`src/fds_pkg.sv`:
```
`timescale 1ns / 1ps

package fds_pkg;

    localparam int WINDOW   = 16;
    localparam int SAMPLE_W = 18;
    localparam int DELTA_W  = 32;
    localparam int TIME_W   = 48;
    localparam int PTR_W    = (WINDOW > 1) ? $clog2(WINDOW) : 1;
    localparam int CNT_W    = $clog2(WINDOW + 1);
    localparam int SUM_W    = SAMPLE_W + $clog2(WINDOW);
    localparam int DIV_CNT_W = $clog2(SUM_W);
    localparam int CFG_IDX_W = 1;

    localparam logic [CFG_IDX_W-1:0] REG_OUTLIER_LIMIT = 1'd0;
    localparam logic [CFG_IDX_W-1:0] REG_INIT_DURATION = 1'd1;

    localparam logic [SAMPLE_W-1:0] OUTLIER_LIMIT_RST = 18'd200000;
    localparam logic [SAMPLE_W-1:0] INIT_DURATION_RST = 18'd30000;

    typedef enum logic [2:0] {
        ST_INIT,
        ST_IDLE,
        ST_NEWEST,
        ST_OLDEST,
        ST_START,
        ST_DIV,
        ST_DONE
    } state_t;

    typedef struct packed {
        logic                we;
        logic [PTR_W-1:0]    waddr;
        logic [SAMPLE_W-1:0] wdata;
        logic [PTR_W-1:0]    raddr;
    } ring_req_t;

    typedef struct packed {
        logic             start;
        logic [SUM_W-1:0] dividend;
        logic [CNT_W-1:0] divisor;
    } div_cmd_t;

    typedef struct packed {
        logic             busy;
        logic             done;
        logic [SUM_W-1:0] quotient;
    } div_status_t;

endpackage

```
`src/fds_ring.sv`:
```
`timescale 1ns / 1ps

module fds_ring (
    input  logic                            clk,
    input  fds_pkg::ring_req_t              req,
    output logic [fds_pkg::SAMPLE_W-1:0]    rdata
);
    import fds_pkg::*;

    logic [SAMPLE_W-1:0] ram_reg [WINDOW];
    logic [SAMPLE_W-1:0] rdata_reg;

    always_ff @(posedge clk)
    begin
        if (req.we)
        begin
            ram_reg[req.waddr] <= req.wdata;
        end
        rdata_reg <= ram_reg[req.raddr];
    end

    assign rdata = rdata_reg;

endmodule

```
`src/fds_divider.sv`:
```
`timescale 1ns / 1ps

// Restoring divider, one quotient bit per cycle.
module fds_divider (
    input  logic                 clk,
    input  logic                 rst_n,
    input  fds_pkg::div_cmd_t    cmd,
    output fds_pkg::div_status_t status
);
    import fds_pkg::*;

    logic                 busy_reg;
    logic                 done_reg;
    logic [DIV_CNT_W-1:0] cnt_reg;
    logic [SUM_W-1:0]     quo_reg;
    logic [CNT_W-1:0]     rem_reg;
    logic [CNT_W-1:0]     dvs_reg;

    logic [CNT_W:0]   trial;
    logic             fits;
    logic [CNT_W:0]   diff;
    logic [CNT_W-1:0] rem_next;

    always_comb
    begin
        trial    = {rem_reg, quo_reg[SUM_W-1]};
        fits     = (trial >= {1'b0, dvs_reg});
        diff     = trial - {1'b0, dvs_reg};
        // remainder stays below the divisor, so it fits back in CNT_W bits
        rem_next = fits ? diff[CNT_W-1:0] : trial[CNT_W-1:0];
    end

    always_ff @(posedge clk or negedge rst_n)
    begin
        if (!rst_n)
        begin
            busy_reg <= 1'b0;
            done_reg <= 1'b0;
            cnt_reg  <= '0;
        end
        else
        begin
            done_reg <= busy_reg && (cnt_reg == '0);
            if (cmd.start)
            begin
                busy_reg <= 1'b1;
                cnt_reg  <= DIV_CNT_W'(SUM_W - 1);
            end
            else if (busy_reg)
            begin
                if (cnt_reg == '0)
                begin
                    busy_reg <= 1'b0;
                end
                else
                begin
                    cnt_reg <= cnt_reg - 1'b1;
                end
            end
        end
    end

    always_ff @(posedge clk)
    begin
        if (cmd.start)
        begin
            quo_reg <= cmd.dividend;
            rem_reg <= '0;
            dvs_reg <= cmd.divisor;
        end
        else if (busy_reg)
        begin
            quo_reg <= {quo_reg[SUM_W-2:0], fits};
            rem_reg <= rem_next;
        end
    end

    assign status.busy     = busy_reg;
    assign status.done     = done_reg;
    assign status.quotient = quo_reg;

endmodule

```
`src/frame_duration_smoother.sv`:
```
`timescale 1ns / 1ps

// Frame duration smoother. Each input beat carries one measured frame duration
// in microseconds; a duration above outlier_limit is replaced by the newest
// stored sample. Samples go into a 16-entry history RAM and the block returns
// the truncated mean of the filled entries, the saturating sum of all means
// so far, and the last nonzero mean. After a frame is accepted the block
// reads the newest and then the oldest RAM entry, writes the new sample
// back, starts the bit-serial divider on the 22-bit sum, captures the
// quotient, and then loads the output register, which raises out_valid,
// while it returns to idle. The load waits while the output register still
// holds an untaken result. A new frame is taken as soon as the previous one
// has moved to the output register, even if that result has not been taken
// yet. After reset the block seeds the first RAM entry before in_ready
// rises. Writing initial_duration restarts the history; elapsed_time is kept.
module frame_duration_smoother (
    input  logic                               clk,
    input  logic                               rst_n,
    input  logic                               cfg_write,
    input  logic [fds_pkg::CFG_IDX_W-1:0]      cfg_index,
    input  logic [fds_pkg::SAMPLE_W-1:0]       cfg_data,
    input  logic                               in_valid,
    output logic                               in_ready,
    input  logic [fds_pkg::DELTA_W-1:0]        frame_delta,
    output logic                               out_valid,
    input  logic                               out_ready,
    output logic [fds_pkg::SAMPLE_W-1:0]       predicted_duration,
    output logic [fds_pkg::TIME_W-1:0]         elapsed_time,
    output logic [fds_pkg::SAMPLE_W-1:0]       frame_time
);
    import fds_pkg::*;

    state_t state_reg;
    state_t state_next;

    logic [SAMPLE_W-1:0] limit_reg;
    logic [SAMPLE_W-1:0] init_dur_reg;
    logic [PTR_W-1:0]    wpos_reg;
    logic [CNT_W-1:0]    fill_reg;
    logic [SUM_W-1:0]    sum_reg;
    logic [TIME_W-1:0]   total_reg;
    logic [SAMPLE_W-1:0] held_reg;
    logic                outlier_reg;
    logic [SAMPLE_W-1:0] delta_reg;
    logic [SAMPLE_W-1:0] sample_reg;
    logic [SAMPLE_W-1:0] mean_reg;
    logic                out_valid_reg;
    logic [SAMPLE_W-1:0] out_pred_reg;
    logic [TIME_W-1:0]   out_time_reg;
    logic [SAMPLE_W-1:0] out_frame_reg;

    ring_req_t           ring_req;
    logic [SAMPLE_W-1:0] ring_rdata;
    div_cmd_t            div_cmd;
    div_status_t         div_status;

    logic                seed_wr;
    logic                accept;
    logic                out_free;
    logic                load_out;
    logic                full;
    logic [PTR_W-1:0]    wpos_inc;
    logic [TIME_W:0]     total_sum;
    logic [TIME_W-1:0]   total_next;
    logic [SUM_W-1:0]    sum_next;

    fds_ring u_ring (
        .clk   (clk),
        .req   (ring_req),
        .rdata (ring_rdata)
    );

    fds_divider u_div (
        .clk    (clk),
        .rst_n  (rst_n),
        .cmd    (div_cmd),
        .status (div_status)
    );

    assign seed_wr  = cfg_write && (cfg_index == REG_INIT_DURATION);
    assign accept   = in_valid && in_ready;
    assign out_free = !out_valid_reg || out_ready;
    assign full     = (fill_reg == CNT_W'(WINDOW));
    assign wpos_inc = (wpos_reg == PTR_W'(WINDOW - 1)) ? '0 : wpos_reg + 1'b1;

    always_comb
    begin
        sum_next   = sum_reg - (full ? SUM_W'(ring_rdata) : '0) + SUM_W'(sample_reg);
        total_sum  = {1'b0, total_reg} + (TIME_W + 1)'(mean_reg);
        total_next = total_sum[TIME_W] ? '1 : total_sum[TIME_W-1:0];
    end

    // next state
    always_comb
    begin
        state_next = state_reg;
        unique case (state_reg)
            ST_INIT:   state_next = ST_IDLE;
            ST_IDLE:   if (in_valid) state_next = ST_NEWEST;
            ST_NEWEST: state_next = ST_OLDEST;
            ST_OLDEST: state_next = ST_START;
            ST_START:  state_next = ST_DIV;
            ST_DIV:    if (div_status.done) state_next = ST_DONE;
            ST_DONE:   if (out_free) state_next = ST_IDLE;
            default:   state_next = ST_INIT;
        endcase
    end

    // outputs
    always_comb
    begin
        in_ready         = 1'b0;
        load_out         = 1'b0;
        ring_req.we      = 1'b0;
        ring_req.waddr   = '0;
        ring_req.wdata   = cfg_data;
        ring_req.raddr   = wpos_reg;
        div_cmd.start    = 1'b0;
        div_cmd.dividend = sum_reg;
        div_cmd.divisor  = fill_reg;
        unique case (state_reg)
            ST_INIT:
            begin
                ring_req.we    = 1'b1;
                ring_req.wdata = init_dur_reg;
            end
            ST_IDLE:   in_ready = 1'b1;
            ST_NEWEST: ring_req.raddr = wpos_inc;
            ST_OLDEST:
            begin
                ring_req.we    = 1'b1;
                ring_req.waddr = wpos_inc;
                ring_req.wdata = sample_reg;
            end
            ST_START:  div_cmd.start = 1'b1;
            ST_DIV:    ;
            ST_DONE:   load_out = out_free;
            default:   ;
        endcase
        // seed write wins the RAM port; the user must issue it only while idle, the block does not enforce this
        if (seed_wr)
        begin
            ring_req.we    = 1'b1;
            ring_req.waddr = '0;
            ring_req.wdata = cfg_data;
        end
    end

    always_ff @(posedge clk or negedge rst_n)
    begin
        if (!rst_n)
        begin
            state_reg     <= ST_INIT;
            limit_reg     <= OUTLIER_LIMIT_RST;
            init_dur_reg  <= INIT_DURATION_RST;
            wpos_reg      <= '0;
            fill_reg      <= CNT_W'(1);
            sum_reg       <= SUM_W'(INIT_DURATION_RST);
            total_reg     <= '0;
            held_reg      <= INIT_DURATION_RST;
            out_valid_reg <= 1'b0;
        end
        else
        begin
            state_reg <= state_next;

            if (cfg_write && (cfg_index == REG_OUTLIER_LIMIT))
            begin
                limit_reg <= cfg_data;
            end

            if (seed_wr)
            begin
                init_dur_reg <= cfg_data;
                wpos_reg     <= '0;
                fill_reg     <= CNT_W'(1);
                sum_reg      <= SUM_W'(cfg_data);
                held_reg     <= cfg_data;
            end
            else if (state_reg == ST_OLDEST)
            begin
                wpos_reg <= wpos_inc;
                sum_reg  <= sum_next;
                if (!full)
                begin
                    fill_reg <= fill_reg + 1'b1;
                end
            end
            else if (load_out && (mean_reg != '0))
            begin
                held_reg <= mean_reg;
            end

            if (load_out)
            begin
                total_reg     <= total_next;
                out_valid_reg <= 1'b1;
            end
            else if (out_ready)
            begin
                out_valid_reg <= 1'b0;
            end
        end
    end

    // datapath, no reset needed
    always_ff @(posedge clk)
    begin
        if (accept)
        begin
            outlier_reg <= (frame_delta > DELTA_W'(limit_reg));
            delta_reg   <= frame_delta[SAMPLE_W-1:0];
        end
        if (state_reg == ST_NEWEST)
        begin
            sample_reg <= outlier_reg ? ring_rdata : delta_reg;
        end
        if ((state_reg == ST_DIV) && div_status.done)
        begin
            // mean never exceeds the largest sample
            mean_reg <= div_status.quotient[SAMPLE_W-1:0];
        end
        if (load_out)
        begin
            out_pred_reg  <= mean_reg;
            out_time_reg  <= total_next;
            out_frame_reg <= (mean_reg != '0) ? mean_reg : held_reg;
        end
    end

    assign out_valid          = out_valid_reg;
    assign predicted_duration = out_pred_reg;
    assign elapsed_time       = out_time_reg;
    assign frame_time         = out_frame_reg;

endmodule

```
`config.mk`:
```
export PLATFORM = sky130hd
export DESIGN_NAME = frame_duration_smoother
export DESIGN_NICKNAME = d
export VERILOG_FILES = /design/src/fds_pkg.sv /design/src/fds_ring.sv /design/src/fds_divider.sv /design/src/frame_duration_smoother.sv
export SDC_FILE = /design/constraint.sdc
export NUM_CORES = 1
export LEC_CHECK = 0
export BUFFER_PORTS_ARGS = -buffer_cell sky130_fd_sc_hd__buf_2
export CAP_MARGIN = 25
export CELL_PAD_IN_SITES_DETAIL_PLACEMENT = 1
export CELL_PAD_IN_SITES_GLOBAL_PLACEMENT = 1
export CORE_MARGIN = 2
export CORE_UTILIZATION = 55
export DETAILED_ROUTE_END_ITERATION = 7
export GPL_TIMING_DRIVEN = 0
export PLACE_DENSITY_LB_ADDON = 0.12
export SLEW_MARGIN = 20
export SYNTH_ARGS = -nofsm -noshare
export SYNTH_HDL_FRONTEND = slang
export SYNTH_SLANG_ARGS = --single-unit
```
`constraint.sdc`:
```
create_clock -name clk -period 11.2 [get_ports clk]
set_clock_uncertainty 0.05 [all_clocks]
set_input_delay 2.8 -clock clk [delete_from_list [all_inputs] [get_ports clk]]
set_output_delay 2.8 -clock clk [all_outputs]
set_load 0.05 [all_outputs]
```
==> results of run 1 <==
routing by layer:
metal  share of wire, %  track usage, %
met4                3.6            12.3
met2                 51            52.0
met3                5.2            4.54
met1                 41            38.4
met5                  0               0
stage by stage:
stage | hold WS [ps] | area, um^2 | worst slack (ps) | instances | power (mW)
finish | 405 | 32000 | 6060 | 3016 | 5.06
floorplan | 376 | 27800 | 4580 | 2052 | 2.76
CTS | 406 | 32000 | 6010 | 3015 | 5.08
global route | 414 | 32000 | 5900 | 3016 | 5.20
detailed placement | 392 | 29800 | 5400 | 2891 | 2.88
global placement | 387 | 29400 | 2790 | 2865 | 2.85
cell type report:
cell class	count	area (um^2)	area share, %
multi-input combinational	1215	9340	29.2
inverter	120	450	1.41
buffer	96	409	1.28
sequential	621	17700	55.4
timing repair buffer	168	1010	3.17
clock inverter	35	355	1.11
clock buffer	89	1840	5.76
tap	672	841	2.63
cells in the mapped netlist (all sizes together), types with 6 or more instances:
master and instances:
a211oi 27, a21o 35, a21oi 87, a221oi 11, a22oi 19, a31oi 38, and2 25, and3 11
and4 8, buf 27, clkbuf 69, dfrtp 116, dfstp 28, dfxtp 23, edfxtp 454, fa 20
ha 68, inv 119, mux2 49, mux2i 28, mux4 72, nand2 237, nand2b 22, nand3 23
nand4 19, nor2 110, nor2b 27, nor3 26, nor4 15, o21a 8, o21ai 94, or3 6
xnor2 37, xor2 22
worst max-delay path, delay by kind of cell:
family	cells	cell delay, ps
buffers and inverters	6	2180
and+or+nand+nor	2	340
worst max path at each step:
stage                     startpoint                               end  slack, ps  cells after the start
final                      out_ready  predicted_duration[14]$_DFFE_PP_       6060                      8
after global routing       out_ready           frame_time[4]$_DFFE_PP_       5900                      8
after CTS                  out_ready   predicted_duration[0]$_DFFE_PP_       6010                      8
after detailed placement   out_ready  predicted_duration[13]$_DFFE_PP_       5400                      8
after global placement     out_ready         total_reg[11]$_DFFE_PN0P_       2790                      8
after floorplan            out_ready         total_reg[10]$_DFFE_PN0P_       4580                      7
kinds of logic after synthesis:
kind of cell	count (synthesis)
and+or+nand+nor	551
muxes	149
AOI/OAI and AO/OA	368
buffers and inverters	216
DFF	621
adders and majority gates	88
xor gates and xnor gates	59
power breakdown:
group	switching, mW	leakage (nW)	internal (mW)
clock network	0.919	1.08	1.30
registers	0.0245	5.91	2.51
logic	0.188	5.28	0.110
total	1.13	12.3	3.93
==> results.yml, run 1 <==
timing:
  setup_viol: 0
  slew_headroom_pct: 33.0
  final_hold_viol_count: 0
  slew_viol_final: 0
  clock.fmax_mhz: 194
  rsz0062_at_grt: "false"
  tightest_slew_ps: 1000
  finalCriticalPeriod_ps: 5140
  fin_crit_sh_pct: 45.9
  tns_ps: 0
setup_path:
  cp-end-kind: "flop"
  r2r_start: "fill_reg[1]$_DFFE_PN0P_"
  r2r_cells: 17
  worst_ep_arrival_time_ps: 5370
  cp_cell_sequence: "buf_2 > nand2b_1 > nand2b_1 > inv_1 > clkbuf_1 > buf_2 > clkbuf_4 > buf_16"
  cp_max_fo: 51
  crit_path_start_kind: "primary input"
  r2r_slack_ps: 6270
  reg2reg_to: "sum_reg[20]$_DFFE_PN0P_"
  crit_slowest_cell: "clkbuf_4"
  cp.required_ps: 11420
  critPathKind: "primary input to flop"
  critPathMaxStageDelay_ps: 610
route:
  ant_nets: 0
  drcViolationCount: 0
  avgViaCountPerCell: 6.06
  firstDrtPassIters: 5
  drt-total-wl_mm: 77.7
  drtIter0Drc: 1370
  wire_per_inst_um: 25.8
  vias: 18291
synth:
  synthCells: 2052
  async_flop_share_pct: 23.2
  seq_area_frac_synth_pct: 63.8
  synth_nets: 2196
  synth.area.top_cells: "edfxtp_1 (49%), dfrtp_1 (10%), mux4_2 (5.8%), nand2_1 (3.2%), ha_1 (3.1%)"
  synthMuxAreaShare_pct: 8.87
  synth_flop_cell: "edfxtp_1"
  ys_warn_count: 0
  synth_xor_area_share_pct: 1.86
  yosys.area_share.simple_pct: 9.40
  synth_area_mm2: 0.0278
  synth-seq-cells: 621
  synth-edff-count: 454
  synth_fa_ha_area_share_pct: 4.50
  syn_avg_cell_area_um2: 13.5
  netlist.area_leader.share_pct: 49.0
  synth_cell_types: 81
  yosysTopAreaCell: "edfxtp_1"
  synth_compound_area_share_pct: 8.52
  synth_top_family_by_area: "simple AND/OR/NAND/NOR gates"
floorplanning:
  die-height_um: 229
  dieArea_mm2: 0.0524
  io_pins: 142
  die_x_um: 229
  core-area_mm2: 0.0501
  initial_utilization_pct: 55.5
  rows: 82
grt:
  grt_start_max_net_pins: 81
  grt_pass1_vias: 19922
  grt_use_total_pct: 30.1
  grt_pass1_wl_mm: 119
  antenna_found_initial: 0
  grt_overflow_total: 0
cells_and_area:
  syn2layout_area_growth_pct: 15.1
  final_common_cell: "edfxtp_1"
  nets: 2434
  layout_common_cells: "edfxtp_1 (454), nand2_1 (237), buf_2 (155)"
  nFillCells: 4867
  post-route-util_pct: 63.9
  final_layout_size_suffix_gt1_share_pct: 20.3
  largest_register_ffs: 288
  antenna_cells: 0
clock_tree:
  clockBufferDepth: 3
  cts_resized: 0
  path_clk_slew_ps: 60
  ctsHoldBuffers: 0
  cts_setup_buffers: 0
  clock_sinks: 621
  h-tree-depth: 3
  clkLatencyLatePin_ps: 600
  clockRootBuffer: "clkbuf_16"
  cts_buffers: 68
  tritoncts: "built"
placement:
  dp_hpwl_mm: 55.2
  gp_congestion: 0.880
  port_buffers: 141
power:
  ir_drop_mv: 0.162
  p_leak_nw: 12.3
  power_density_mw_per_mm2: 158
job:
  drv_cap: 0
min_path:
  hold_path_end: "mean_reg[0]$_DFFE_PP_"
  min_path_cells: 0
  holdCritPathClass: "flop to flop"
  hp-start: "u_div.quo_reg[0]$_DFFE_PP_"
status:
  outcome: "finished clean"
(Power assumes the default switching activity.)
==> inputs of run 2 (changes only) <==
CORE_UTILIZATION = 46   (was 55)
clock period = 4.6 ns   (was 11.2 ns; I/O delays follow)
==> run 2 against run 1 <==
Net effect: worst hold slack got worse by 5.7 ps; count of clock-buffer cells in the layout grew 1; core utilization decreased by 11 points; total power up 140%; final cell count rose by 3.6%; flip-flop and latch count unchanged; clock power is 120% higher; register-to-register slack got worse by 6100 ps; largest power group unchanged; highest routed layer unchanged.
==> results.yml, run 2 (synthesis gave the netlist of run 1 again) <==
status:
  outcome: "finished clean"
route:
  vias: 18002
  avgViaCountPerCell: 5.76
  drcViolationCount: 0
  firstDrtPassIters: 5
  drt-total-wl_mm: 76.2
  wire_per_inst_um: 24.4
  drtIter0Drc: 1368
  ant_nets: 0
cells_and_area:
  nets: 2440
  design_area_mm2: 0.0320
  final_layout_size_suffix_gt1_share_pct: 20.3
  layout_common_cells: "edfxtp_1 (454), nand2_1 (237), buf_2 (156)"
  syn2layout_area_growth_pct: 15.0
  antenna_cells: 0
  multiInputGateArea_mm2: 0.00937
  nFillCells: 6000
  regArea_mm2: 0.0177
  final_common_cell: "edfxtp_1"
  largest_register_ffs: 288
floorplanning:
  dieArea_mm2: 0.0624
  rows: 90
  core-area_mm2: 0.0600
  initial_utilization_pct: 46.3
  die-height_um: 250
  io_pins: 142
  die_x_um: 250
setup_path:
  crit_path_start_kind: "flop"
  cp_max_fo: 10
  critPathKind: "flop to flop"
  critPathMaxStageDelay_ps: 570
  cp_top_family: "compound AO/OA/AOI/OAI gates"
  cp_num_buf_inv: 4
  cp_num_cells: 17
  cp.required_ps: 4980
  cp_cell_sequence: "inv_1 > ha_1 > nand2_1 > nor3_1 > clkbuf_2 > buf_2 > and2_1 > fa_1 > inv_1 > ha_1 > a21o_1 > a31o_2 > o41ai_4 > o211ai_1 > o41ai_2 > mux2i_1 > a31oi_1"
  worst_ep_arrival_time_ps: 4770
  r2r_cells: 17
  crit_slowest_cell: "dfstp_2"
  cp-end-kind: "flop"
grt:
  grt_pass1_vias: 18663
  grt_start_max_net_pins: 86
  grt_use_total_pct: 24.5
  grt_pass1_wl_mm: 115
  antenna_found_initial: 0
  grt_overflow_total: 0
timing:
  slew_headroom_pct: 17.6
  timing.final.ws_setup_ps: 207
  holdWs_ps: 399
  setup_viol: 0
  fin_crit_sh_pct: 95.5
  clock.fmax_mhz: 228
  final_hold_viol_count: 0
  slew_viol_final: 0
  rsz0062_at_grt: "true"
  tns_ps: 0
  tightest_slew_ps: 1230
  finalCriticalPeriod_ps: 4390
clock_tree:
  tritoncts: "built"
  clock_sinks: 621
  h-tree-depth: 3
  ctsHoldBuffers: 0
  cts_buffers: 68
  clockBufferDepth: 3
  path_clk_slew_ps: 60
  clockRootBuffer: "clkbuf_16"
  clkLatencyLatePin_ps: 600
power:
  finalPower_mw: 11.9
  ir_drop_mv: 0.389
  p_leak_nw: 12.2
  power_density_mw_per_mm2: 373
placement:
  post_dp_cell_area_mm2: 0.0299
  dp_hpwl_mm: 54.8
  preCtsSetupSlack_ps: -205
  gp_congestion: 0.867
  port_buffers: 141
min_path:
  holdCritPathClass: "flop to flop"
  min_path_cells: 0
job:
  drv_cap: 0
run 2: what timing repair did:
action | in CTS | in global routing
gates resized for setup | 3 | 6
setup buffers | 0 | 3
endpoints found under the setup margin | 1 | 5
endpoints found under the hold margin | 0 | 0
pin swaps | 0 | 5
run 2: final timing paths:
kind,start,end,slack (ps)
max in group asynchronous,rst_n,limit_reg[10]$_DFFE_PN1P_,3130
max,fill_reg[0]$_DFFE_PN1P_,sum_reg[20]$_DFFE_PN0P_,210
min in group asynchronous,rst_n,total_reg[36]$_DFFE_PN0P_,440
min,u_div.quo_reg[14]$_DFFE_PP_,mean_reg[14]$_DFFE_PP_,400
min reg2reg,u_div.quo_reg[14]$_DFFE_PP_,mean_reg[14]$_DFFE_PP_,400
max reg2reg,fill_reg[0]$_DFFE_PN1P_,sum_reg[20]$_DFFE_PN0P_,210
run 2: where the power goes:
part,total [mW],internal [mW],switching [mW]
Sequential,6.17,6.12,0.0548
Clock,4.99,2.82,2.17
Combinational,0.754,0.281,0.473
run 2: per-layer routing:
layer / GRT usage, % / vias to the layer above / part of all wire, %
met5: 0 / - / 0
met4: 7.95 / 0 / 3.0
met3: 3.83 / 137 / 5.2
met2: 40.5 / 486 / 48
met1: 33.4 / 9306 / 44
li1: - / 8073 / -
run 2: layout make-up:
type | count | share of cell area [%]
flip-flops and latches | 621 | 55.5
multi-input cells | 1215 | 29.3
clock buffers | 90 | 5.68
repair buffers | 174 | 3.32
well taps | 782 | 3.06
inverters | 120 | 1.41
plain buffers | 96 | 1.29
clock inverters | 28 | 0.505
run 2: stage by stage:
| stage | util [%] | cells |
|---|---|---|
| after global routing | 53.3 | 3126 |
| after global placement | 49.1 | 2975 |
| after floorplan | - | 2052 |
| after CTS | 53.2 | 3122 |
| after detailed placement | 49.9 | 3004 |
| final | 53.3 | 3126 |
==> inputs of run 3 (changes only) <==
CORE_UTILIZATION = 51   (was 46)
clock period = 4.75 ns   (was 4.6 ns; I/O delays follow)
==> run 3 against run 2 <==
Net effect: setup slack better by 120 ps; clock power is 1% higher; critical path depth down 1; critical path type unchanged; final cell count is 2.7% lower; highest routed layer unchanged.
==> results.yml, run 3 (synthesis gave the netlist of run 1 again) <==
clock_tree:
  cts_setup_buffers: 0
  h-tree-depth: 3
  ctsHoldBuffers: 0
  cts_buffers: 68
  path_clk_slew_ps: 60
  clockBufferDepth: 3
  clock_sinks: 621
  clockRootBuffer: "clkbuf_16"
  clkLatencyLatePin_ps: 590
  tritoncts: "built"
cells_and_area:
  nets: 2438
  largest_register_ffs: 288
  antenna_cells: 0
  final_common_cell: "edfxtp_1"
  final_layout_size_suffix_gt1_share_pct: 20.5
  layout_common_cells: "edfxtp_1 (454), nand2_1 (237), buf_2 (155)"
  nFillCells: 5266
  syn2layout_area_growth_pct: 14.8
power:
  p_leak_nw: 12.2
  power_density_mw_per_mm2: 367
  ir_drop_mv: 0.390
route:
  avgViaCountPerCell: 5.95
  wire_per_inst_um: 25.6
  ant_nets: 0
  drcViolationCount: 0
  drt-total-wl_mm: 77.9
  firstDrtPassIters: 5
  drtIter0Drc: 1492
  vias: 18115
placement:
  preCtsSetupSlack_ps: -140
  dp_hpwl_mm: 55.5
  port_buffers: 141
  gp_congestion: 0.871
grt:
  grt_pass1_vias: 19189
  grt_overflow_total: 0
  grt_use_total_pct: 28.1
  antenna_found_initial: 0
  grt_start_max_net_pins: 94
  grt_pass1_wl_mm: 118
job:
  drv_cap: 0
timing:
  final_hold_viol_count: 0
  timing.final.ws_setup_ps: 328
  finalCriticalPeriod_ps: 4420
  tns_ps: 0
  slew_headroom_pct: 23.4
  fin_crit_sh_pct: 93.1
  tightest_slew_ps: 1140
  slew_viol_final: 0
  clock.fmax_mhz: 226
  setup_viol: 0
setup_path:
  cp_top_family: "compound AO/OA/AOI/OAI gates"
  critPathKind: "flop to flop"
  worst_ep_arrival_time_ps: 4800
  cp_num_buf_inv: 3
  critPathMaxStageDelay_ps: 580
  cp_cell_sequence: "inv_1 > ha_1 > nand2_1 > nor3_1 > clkbuf_8 > and2_1 > fa_1 > inv_1 > ha_1 > a21o_1 > a31o_2 > o41ai_2 > o211ai_1 > o41ai_1 > mux2i_1 > a31oi_1"
  crit_slowest_cell: "dfstp_2"
  cp.required_ps: 5130
  crit_path_start_kind: "flop"
  cp-end-kind: "flop"
  cp_max_fo: 19
floorplanning:
  io_pins: 142
  rows: 85
  dieArea_mm2: 0.0564
  core-area_mm2: 0.0538
  die_x_um: 237
  die-height_um: 237
  initial_utilization_pct: 51.7
status:
  outcome: "finished clean"
min_path:
  holdCritPathClass: "flop to flop"
run 3: final timing paths:
| check | cells after the start | start | slack [ps] | to |
|---|---|---|---|---|
| max reg2reg | 16 | fill_reg[0]$_DFFE_PN1P_ | 330 | sum_reg[20]$_DFFE_PN0P_ |
| max | 16 | fill_reg[0]$_DFFE_PN1P_ | 330 | sum_reg[20]$_DFFE_PN0P_ |
| min in group asynchronous | 1 | rst_n | 530 | total_reg[39]$_DFFE_PN0P_ |
| max in group asynchronous | 2 | rst_n | 3180 | limit_reg[10]$_DFFE_PN1P_ |
| min reg2reg | 2 | init_dur_reg[12]$_DFFE_PN1P_ | 410 | init_dur_reg[12]$_DFFE_PN1P_ |
| min | 2 | init_dur_reg[12]$_DFFE_PN1P_ | 410 | init_dur_reg[12]$_DFFE_PN1P_ |
run 3: per-layer routing:
layer	global-route usage (%)	wire [um]	vias up
li1	-	-	8085
met1	38.3	33400	9375
met2	46.3	37800	510
met3	4.02	3920	145
met4	10.5	2670	0
met5	0	0	-
run 3: area by class of cell:
cell class	count	area, um^2	area share [%]
Buffer	95	422	1.32
Clock buffer	94	1930	6.06
Clock inverter	29	169	0.529
Inverter	120	450	1.41
Multi-Input combinational cell	1215	9310	29.2
Sequential cell	621	17700	55.5
Tap cell	696	871	2.73
Timing Repair Buffer	173	1040	3.25
run 3: power by group:
| part | leakage, nW | internal [mW] | switching (mW) |
|---|---|---|---|
| clock | 1.03 | 2.90 | 2.14 |
| sequential | 5.91 | 5.93 | 0.0552 |
| combinational | 5.30 | 0.262 | 0.447 |
run 3: stage by stage:
stage	power, mW	hold slack [ps]	cells	cell area (um^2)	util, %
6_report	11.7	410	3043	31900	59.3
5_1_grt	12.1	423	3043	31900	59.3
4_1_cts	11.8	412	3043	31900	59.3
3_5_place_dp	6.78	387	2921	29800	55.4
3_3_place_gp	6.73	388	2889	29400	54.6
2_1_floorplan	6.50	376	2052	27800	-
run 3: worst reg2reg max path: cells and delay by family (launching register included):
family | cells | cell delay, ps
AND/OR/NAND/NOR | 3 | 330
flip-flops | 1 | 580
adder cells (fa/ha/maj) | 3 | 1020
buffers and inverters | 3 | 320
multiplexers | 1 | 240
AO/OA/AOI/OAI | 6 | 1730
run 3: repair_timing:
action / CTS / global route
pin swaps: 0 / 0
hold endpoints to repair: 0 / 0
endpoints found under the setup margin: 1 / 4
gates resized for setup: 1 / 5
cloned: 0 / 0
